File: src/design/mctb_pkg.sv
// mctb_pkg: shared types and codes for the multi-channel soft timer bank
// operation and status codes, the walking token and the slot command
// no dependencies
package mctb_pkg;

  localparam int SLOT_CAP = 16;
  localparam int IDX_W    = 4;
  localparam int TIME_W   = 32;

  localparam logic [2:0] MODE_TICK  = 3'd0;
  localparam logic [2:0] MODE_ALLOC = 3'd1;
  localparam logic [2:0] MODE_FREE  = 3'd2;
  localparam logic [2:0] MODE_START = 3'd3;
  localparam logic [2:0] MODE_STOP  = 3'd4;
  localparam logic [2:0] MODE_SWEEP = 3'd5;

  localparam logic [1:0] ST_OK       = 2'd0;
  localparam logic [1:0] ST_DISABLED = 2'd1;
  localparam logic [1:0] ST_FULL     = 2'd2;
  localparam logic [1:0] ST_UNALLOC  = 2'd3;

  // register index as decoded from the word-aligned byte address
  localparam logic REG_ENABLE = 1'b0;

  // token handed from cell to cell during allocate and sweep
  typedef struct packed {
    logic valid;
    logic alloc;
    logic claimed;
  } tok_t;

  // single-slot command for free, start and stop
  typedef struct packed {
    logic              valid;
    logic [2:0]        op;
    logic [IDX_W-1:0]  index;
    logic [TIME_W-1:0] ticks;
    logic              periodic;
  } cmd_t;

  typedef struct packed {
    logic alloc_hit;
    logic sweep_hit;
  } evt_t;

endpackage

File: src/design/mctb_cell.sv
// mctb_cell: one timer slot of the chain, with its own expiry compare
// passes the token to the next cell each cycle; uses mctb_pkg
module mctb_cell import mctb_pkg::*; #(
  parameter int IDX = 0
) (
  input  logic              clk,
  input  logic              rst,
  input  cmd_t              cmd,
  input  logic [TIME_W-1:0] time_base,
  input  tok_t              tok_in,
  output tok_t              tok_out,
  output evt_t              evt,
  output logic              allocated
);

  logic              running;
  logic              periodic;
  logic [TIME_W-1:0] start_time;
  logic [TIME_W-1:0] target;
  logic [TIME_W-1:0] elapsed;
  logic              due;
  logic              sel;
  tok_t              tok_next;

  assign sel     = cmd.valid && (cmd.index == IDX_W'(IDX));
  assign elapsed = time_base - start_time;
  assign due     = running && (elapsed >= target);

  assign evt.sweep_hit = tok_in.valid && !tok_in.alloc && due;
  assign evt.alloc_hit = tok_in.valid && tok_in.alloc && !tok_in.claimed && !allocated;

  always_comb begin
    tok_next         = tok_in;
    tok_next.claimed = tok_in.claimed || evt.alloc_hit;
  end

  always_ff @(posedge clk) begin
    if (rst) begin
      tok_out   <= '0;
      allocated <= 1'b0;
      running   <= 1'b0;
      periodic  <= 1'b0;
    end else begin
      tok_out <= tok_next;
      if (evt.alloc_hit) begin
        allocated <= 1'b1;
        running   <= 1'b0;
        periodic  <= 1'b0;
      end else if (evt.sweep_hit) begin
        if (!periodic) begin
          running <= 1'b0;
        end
      end else if (sel) begin
        case (cmd.op)
          MODE_FREE: begin
            allocated <= 1'b0;
            running   <= 1'b0;
            periodic  <= 1'b0;
          end
          MODE_START: begin
            running  <= 1'b1;
            periodic <= cmd.periodic;
          end
          MODE_STOP: begin
            running  <= 1'b0;
            periodic <= 1'b0;
          end
          default: begin
          end
        endcase
      end
    end
  end

  // time fields, only read while the slot runs
  always_ff @(posedge clk) begin
    if (evt.sweep_hit && periodic) begin
      start_time <= time_base;
    end else if (!evt.alloc_hit && !evt.sweep_hit && sel) begin
      case (cmd.op)
        MODE_FREE: begin
          start_time <= '0;
          target     <= '0;
        end
        MODE_START: begin
          start_time <= time_base;
          target     <= cmd.ticks;
        end
        default: begin
        end
      endcase
    end
  end

endmodule

File: src/design/multi_channel_soft_timer_bank.sv
// multi_channel_soft_timer_bank: tick, free, start and stop are handled directly from idle;
// the result strobe follows in the cycle after the transfer, and start is taken again at once.
// allocate and sweep walk a token down the slot chain, one slot per cycle:
// busy while the token crosses min(NUM_TIMERS,16) slots; the final result strobe rises as busy falls.
// sweep results come out one per expired slot, each one held until the next is found.
// synchronous reset clears time base, all slots and enable; uses mctb_pkg and mctb_cell
module multi_channel_soft_timer_bank import mctb_pkg::*; #(
  parameter int NUM_TIMERS = 16
) (
  input  logic        clk,
  input  logic        rst,
  input  logic        psel,
  input  logic        penable,
  input  logic        pwrite,
  input  logic [2:0]  paddr,
  input  logic [31:0] pwdata,
  output logic [31:0] prdata,
  output logic        pready,
  input  logic        start,
  output logic        busy,
  input  logic [2:0]  mode,
  input  logic [3:0]  timer_index,
  input  logic [31:0] tick_count,
  input  logic        periodic,
  output logic        done,
  output logic [1:0]  status,
  output logic [3:0]  slot_index,
  output logic        expired,
  output logic        last
);

  localparam int SLOT_COUNT = (NUM_TIMERS < SLOT_CAP) ? NUM_TIMERS : SLOT_CAP;

  typedef enum logic {IDLE, WALK} state_t;

  state_t                  state;
  logic                    enable;
  logic [TIME_W-1:0]       time_base;
  tok_t                    inject;
  tok_t                    tok_chain [SLOT_COUNT+1];
  evt_t                    evts [SLOT_COUNT];
  logic [SLOT_COUNT-1:0]   alloc_bits;
  logic [SLOT_COUNT-1:0]   alloc_hits;
  logic [SLOT_COUNT-1:0]   sweep_hits;
  logic [SLOT_COUNT-1:0]   tok_valid;
  logic [SLOT_CAP-1:0]     alloc_pad;
  logic                    slot_ok;
  logic                    accept;
  logic                    is_alloc;
  logic [IDX_W-1:0]        pos;
  logic [IDX_W-1:0]        pend;
  logic                    pend_v;
  cmd_t                    cmd;

  // configuration port
  assign pready = 1'b1;
  assign prdata = (paddr[2] == REG_ENABLE) ? {31'd0, enable} : 32'd0;

  always_ff @(posedge clk) begin
    if (rst) begin
      enable <= 1'b0;
    end else if (psel && penable && pwrite && pready && (paddr[2] == REG_ENABLE)) begin
      enable <= pwdata[0];
    end
  end

  assign busy   = (state == WALK);
  assign accept = start && !busy;

  assign alloc_pad = SLOT_CAP'(alloc_bits);
  assign slot_ok   = alloc_pad[timer_index];

  always_comb begin
    cmd.valid    = accept && enable && slot_ok &&
                   (mode == MODE_FREE || mode == MODE_START || mode == MODE_STOP);
    cmd.op       = mode;
    cmd.index    = timer_index;
    cmd.ticks    = tick_count;
    cmd.periodic = periodic;
  end

  // slot chain
  assign tok_chain[0] = inject;

  for (genvar i = 0; i < SLOT_COUNT; i++) begin : g_cell
    mctb_cell #(.IDX(i)) u_cell (
      .clk       (clk),
      .rst       (rst),
      .cmd       (cmd),
      .time_base (time_base),
      .tok_in    (tok_chain[i]),
      .tok_out   (tok_chain[i+1]),
      .evt       (evts[i]),
      .allocated (alloc_bits[i])
    );
    assign alloc_hits[i] = evts[i].alloc_hit;
    assign sweep_hits[i] = evts[i].sweep_hit;
    assign tok_valid[i]  = tok_chain[i].valid;
  end

  always_ff @(posedge clk) begin
    if (rst) begin
      state     <= IDLE;
      done      <= 1'b0;
      inject    <= '0;
      pend_v    <= 1'b0;
      time_base <= '0;
    end else begin
      done   <= 1'b0;
      inject <= '0;
      case (state)
        IDLE: begin
          if (start) begin
            done       <= 1'b1;
            status     <= ST_OK;
            slot_index <= '0;
            expired    <= 1'b0;
            last       <= 1'b1;
            if (!enable) begin
              status <= ST_DISABLED;
            end else begin
              case (mode)
                MODE_TICK: begin
                  time_base <= time_base + 1'b1;
                end
                MODE_ALLOC, MODE_SWEEP: begin
                  done     <= 1'b0;
                  state    <= WALK;
                  inject   <= '{valid: 1'b1, alloc: (mode == MODE_ALLOC), claimed: 1'b0};
                  is_alloc <= (mode == MODE_ALLOC);
                  pos      <= '0;
                  pend_v   <= 1'b0;
                end
                MODE_FREE, MODE_START, MODE_STOP: begin
                  if (!slot_ok) begin
                    status <= ST_UNALLOC;
                  end
                end
                default: begin
                end
              endcase
            end
          end
        end
        WALK: begin
          pos <= pos + 1'b1;
          if (is_alloc) begin
            if (|alloc_hits) begin
              pend   <= pos;
              pend_v <= 1'b1;
            end
          end else if (|sweep_hits) begin
            if (pend_v) begin
              done       <= 1'b1;
              status     <= ST_OK;
              slot_index <= pend;
              expired    <= 1'b1;
              last       <= 1'b0;
            end
            pend   <= pos;
            pend_v <= 1'b1;
          end
          if (tok_chain[SLOT_COUNT].valid) begin
            state      <= IDLE;
            done       <= 1'b1;
            status     <= (is_alloc && !pend_v) ? ST_FULL : ST_OK;
            slot_index <= pend_v ? pend : '0;
            expired    <= !is_alloc && pend_v;
            last       <= 1'b1;
          end
        end
        default: begin
          state <= IDLE;
        end
      endcase
    end
  end

  a_single_result: assert property (@(posedge clk) disable iff (rst)
    accept && (!enable || (mode != MODE_ALLOC && mode != MODE_SWEEP)) |=> done && last)
    else $error("one-cycle operation gave no final result");

  a_one_token: assert property (@(posedge clk) disable iff (rst)
    $onehot0(tok_valid))
    else $error("more than one token in the slot chain");

  a_expired_ok: assert property (@(posedge clk) disable iff (rst)
    done && expired |-> status == ST_OK && !(busy && is_alloc))
    else $error("expiry reported with bad status");

  a_alloc_quiet: assert property (@(posedge clk) disable iff (rst)
    busy && is_alloc |-> !done)
    else $error("result during allocate walk");

endmodule
File: config.mk
export PLATFORM = sky130hd
export DESIGN_NAME = multi_channel_soft_timer_bank
export DESIGN_NICKNAME = d
export VERILOG_FILES = /design/src/design/mctb_pkg.sv /design/src/design/mctb_cell.sv /design/src/design/multi_channel_soft_timer_bank.sv
export SDC_FILE = /design/constraint.sdc
export NUM_CORES = 2
export LEC_CHECK = 0
export ABC_AREA = 0
export BUFFER_PORTS_ARGS = -buffer_cell sky130_fd_sc_hd__buf_2
export CAP_MARGIN = 40
export CORE_MARGIN = 4
export CORE_UTILIZATION = 35
export CTS_CLUSTER_DIAMETER = 60
export CTS_CLUSTER_SIZE = 24
export DETAILED_ROUTE_END_ITERATION = 8
export SYNTH_ARGS = -nofsm -noshare
export SYNTH_HDL_FRONTEND = slang
export SYNTH_HIERARCHICAL = 1
export SYNTH_SLANG_ARGS = --single-unit
File: constraint.sdc
create_clock -name clk -period 19.7 [get_ports clk]
set_clock_uncertainty 0.15 [all_clocks]
set_input_delay 0 -clock clk [delete_from_list [all_inputs] [get_ports clk]]
set_output_delay 0 -clock clk [all_outputs]
set_load 0.02 [all_outputs]
==> impl_table.tex <==
\begin{tabular}{lr}
\hline
Metric & Value \\
\hline
\multicolumn{2}{l}{\textbf{Run status}} \\
\quad Run status & finished clean \\
\multicolumn{2}{l}{\textbf{STA}} \\
\quad Setup violators final & 0 \\
\quad Worst-Margin Slew & 954 ps \\
\quad Count of final max-slew check failures & 0 \\
\quad Final Critical Period & 7810 ps \\
\quad Aggregate negative setup slack & 0 ps \\
\quad Upper clock frequency limit & 128 MHz \\
\quad Relative slew margins & 35.6\% \\
\quad Final critical-path setup slack & 11890 ps \\
\quad Setup repair after global routing missed its margin & false \\
\quad Hold WS & 95.1 ps \\
\quad Final hold violations & 0 \\
\quad Post-route clock period utilization & 39.6\% \\
\multicolumn{2}{l}{\textbf{Floorplanning}} \\
\quad Die height & 506 um \\
\quad Floorplan Core Area & 246000 um\^{}2 \\
\quad Initial core utilization & 35.2\% \\
\quad Standard-cell rows & 182 \\
\quad Die Area & 256000 um\^{}2 \\
\quad Die Width & 506 um \\
\quad I/O pin cnt & 124 \\
\multicolumn{2}{l}{\textbf{Critical path}} \\
\quad Type of the worst setup path & flip-flop to flip-flop \\
\quad CP startpoint kind & flip-flop \\
\quad Flop2flop setup slack & 11890 ps \\
\quad Top Family by Delay on Critical Path & compound AO/OA/AOI/OAI gates \\
\quad Crit path max fanout & 23 \\
\quad Crit path largest cell delay & 680 ps \\
\quad Cell repeated most along the worst path & sky130\_fd\_sc\_hd\_\_nand4\_1 \\
\quad Buffers \& Inverters on Critical Path & 4 \\
\quad Crit path cell chain & buf\_4, inv\_1, ha\_1, nor2b\_1, o31a\_1, o22ai\_2, o41ai\_2, a41oi\_2, o21ai\_0, a21oi\_1, xnor2\_1, ha\_1, nand4\_1, nor2\_1, nand4\_1, a2111oi\_2, o31ai\_1, buf\_2, a211oi\_2, nor4\_1, nand4\_1, a31oi\_1, a211oi\_1, buf\_2 \\
\quad Reg-to-Reg End & slot\_index[0]\$\_SDFFCE\_PN0P\_ \\
\quad Crit Reg-Reg Startpoint & time\_base[0]\$\_SDFFE\_PP0P\_ \\
\quad Worst-case reg-to-reg path depth & 24 \\
\quad Critical Path Slowest Stage Cell & sky130\_fd\_sc\_hd\_\_a211oi\_2 \\
\quad Type of destination of the critical path & flip-flop \\
\quad Data arrival, critical path & 8150 ps \\
\quad Crit path required time & 20040 ps \\
\quad Critical path origin & time\_base[0]\$\_SDFFE\_PP0P\_ \\
\multicolumn{2}{l}{\textbf{Synth}} \\
\quad Cell area after synthesis & 86800 um\^{}2 \\
\quad Yosys warnings & 6 \\
\quad Post-synthesis instance total & 8889 \\
\quad Mean instance size in the synthesized netlist & 9.76 um\^{}2 \\
\multicolumn{2}{l}{\textbf{Drt}} \\
\quad WL per Instance & 21.0 um \\
\quad Wirelength, routed & 264000 um \\
\quad Pre-Repair DR Iteration Count & 6 \\
\quad Wire length on met1 & 113000 um \\
\quad Via count & 67500 \\
\quad \# DRC & 0 \\
\quad Routed met3 length & 19100 um \\
\quad Top layer in use & met5 \\
\quad Vias per cell & 5.38 \\
\quad Routed met2 length & 121000 um \\
\quad Starting DRT DRC Count & 6026 \\
\quad Number of routed nets with antenna violations & 0 \\
\multicolumn{2}{l}{\textbf{Clock network}} \\
\quad Clock sinks & 1173 \\
\quad Worst-Skew Late Latency & 830 ps \\
\quad Clock tree from TritonCTS & done \\
\quad Clock Root Buffer & sky130\_fd\_sc\_hd\_\_clkbuf\_16 \\
\quad Largest buffer count on any clock path & 3 \\
\quad Clock slew seen by the registers of the worst setup and hold paths & 80 ps \\
\quad Count of instances resized after the clock tree is built & 0 \\
\quad Maximum level of the CTS H-tree & 3 \\
\quad Clock buffers created by TritonCTS & 117 \\
\multicolumn{2}{l}{\textbf{Cells and area}} \\
\quad Fraction of layout instances using a drive strength above 1 & 9.80\% \\
\quad \# fillers & 24100 \\
\quad Sequential cell area & 34000 um\^{}2 \\
\quad Layout overhead on the synthesized area & 12.3\% \\
\quad Final Cell Area & 97400 um\^{}2 \\
\quad Area taken by multi-input logic gates & 47700 um\^{}2 \\
\quad Number of nets at the end of the flow & 10200 \\
\multicolumn{2}{l}{\textbf{Placement}} \\
\quad Placed instance area & 92500 um\^{}2 \\
\quad Sum of net half-perimeters after detailed placement & 188000 um \\
\quad IO Port Bufs & 58 \\
\quad Final Wtd Congestion & 0.910 \\
\quad Post-place setup slack & 11940 ps \\
\multicolumn{2}{l}{\textbf{Power}} \\
\quad Static power due to leakage & 43.6 nW \\
\quad PwrDens & 54.5 nW/um\^{}2 \\
\quad Worst vdd rail ir drop & 0.0000858 V \\
\quad Power, Total & 5.31 mW \\
\multicolumn{2}{l}{\textbf{Worst hold path}} \\
\quad Hold Crit Start & start \\
\quad Number of cells on the worst hold path & 4 \\
\quad Hold WC Path Type & input pin to flip-flop \\
\quad Hold worst-path end & status[0]\$\_SDFFCE\_PP0P\_ \\
\multicolumn{2}{l}{\textbf{Flow run}} \\
\quad MaxCap Viol Count & 0 \\
\multicolumn{2}{l}{\textbf{Global routing}} \\
\quad Total Routing Usage GR & 19.9\% \\
\quad First-pass GRT wire length & 396000 um \\
\quad Largest net degree at the start of global routing & 91 \\
\quad Antenna violations before repair & 49 \\
\quad Via count of the first global-routing pass & 65000 \\
\quad Congestion Overflow GR & 0 \\
\hline
\end{tabular}
-- power by group --
group	internal, mW	total (mW)	switching, mW	leakage [nW]
Sequential	2.67	2.67	0.000564	10.9
Clock	1.24	2.45	1.21	2.06
Combinational	0.0533	0.189	0.136	30.6
Total	3.96	5.31	1.34	43.6
-- registers in the layout (all words and copies together) (netlist names), 4 cells and up --
| signal | flops |
|---|---|
| g_cell.u_cell/start_time | 512 |
| g_cell.u_cell/running | 16 |
| g_cell.u_cell/allocated | 16 |
| slot_index | 4 |
| pos | 4 |
| g_cell.u_cell/periodic | 16 |
| g_cell.u_cell/target | 512 |
| time_base | 32 |
| pend | 4 |
| g_cell.u_cell/tok_out | 46 |
-- stage by stage --
step                      instances  util, %
final                         12500     39.5
after global routing          12500     39.5
after CTS                     12500     39.5
after detailed placement      12200     37.5
after global placement        12200     37.1
after floorplan                8921        -
-- layer usage --
metal  track usage [%]  vias up
met1              26.4    32600
met3              2.57      465
met2              32.8     2197
met5                 0        -
met4              8.02        2
li1                  -    32200
-- worst register-to-register path, delay by kind of cell, from the launching register on --
kind | cells | cell delay [ps]
and+or+nand+nor | 6 | 1160
xor gates and xnor gates | 1 | 150
buffers and inverters | 4 | 1130
DFF | 1 | 560
adders and majority gates | 2 | 540
AOI/OAI and AO/OA | 11 | 3810
-- how the worst max path moves through the flow --
stage	to	cells past startpoint
5_1_grt	slot_index[0]$_SDFFCE_PN0P_	24
3_3_place_gp	slot_index[0]$_SDFFCE_PN0P_	22
6_report	slot_index[0]$_SDFFCE_PN0P_	24
2_1_floorplan	g_cell[8].u_cell/start_time[0]$_DFFE_PP_	18
3_5_place_dp	slot_index[1]$_SDFFCE_PN0P_	24
4_1_cts	slot_index[0]$_SDFFCE_PN0P_	24
-- timing repair --
action / CTS / global route
hold endpoints to repair: 722 / 0
buffers inserted: 0 / 0
hold buffers: 60 / 0
-- cells in the final DEF (no fill, tap or decap), types with 80 or more instances in the layout --
cell and n:
sky130_fd_sc_hd__a21boi_1 147, sky130_fd_sc_hd__a21o_1 325, sky130_fd_sc_hd__a21oi_1 567, sky130_fd_sc_hd__and2_1 700, sky130_fd_sc_hd__and2_4 80, sky130_fd_sc_hd__and3_1 110, sky130_fd_sc_hd__buf_4 142, sky130_fd_sc_hd__clkbuf_16 121
sky130_fd_sc_hd__dfxtp_1 100, sky130_fd_sc_hd__edfxtp_1 1041, sky130_fd_sc_hd__ha_1 1010, sky130_fd_sc_hd__inv_1 1145, sky130_fd_sc_hd__nand2_1 348, sky130_fd_sc_hd__nand3_1 137, sky130_fd_sc_hd__nand4_1 135, sky130_fd_sc_hd__nor2_1 504
sky130_fd_sc_hd__nor2b_1 148, sky130_fd_sc_hd__nor3_1 123, sky130_fd_sc_hd__o21ai_0 221, sky130_fd_sc_hd__xnor2_1 293, sky130_fd_sc_hd__xor2_1 144
-- area by class of cell --
type,count,share of cell area [%]
Clock buffer,128,3.17
Multi-Input combinational cell,6359,49.0
Tap cell,3312,4.25
Antenna cell,25,0.0642
Sequential cell,1173,34.9
Inverter,1151,4.44
Clock inverter,94,1.17
Timing Repair Buffer,307,3.05
Power figures use the tool's default switching activity.
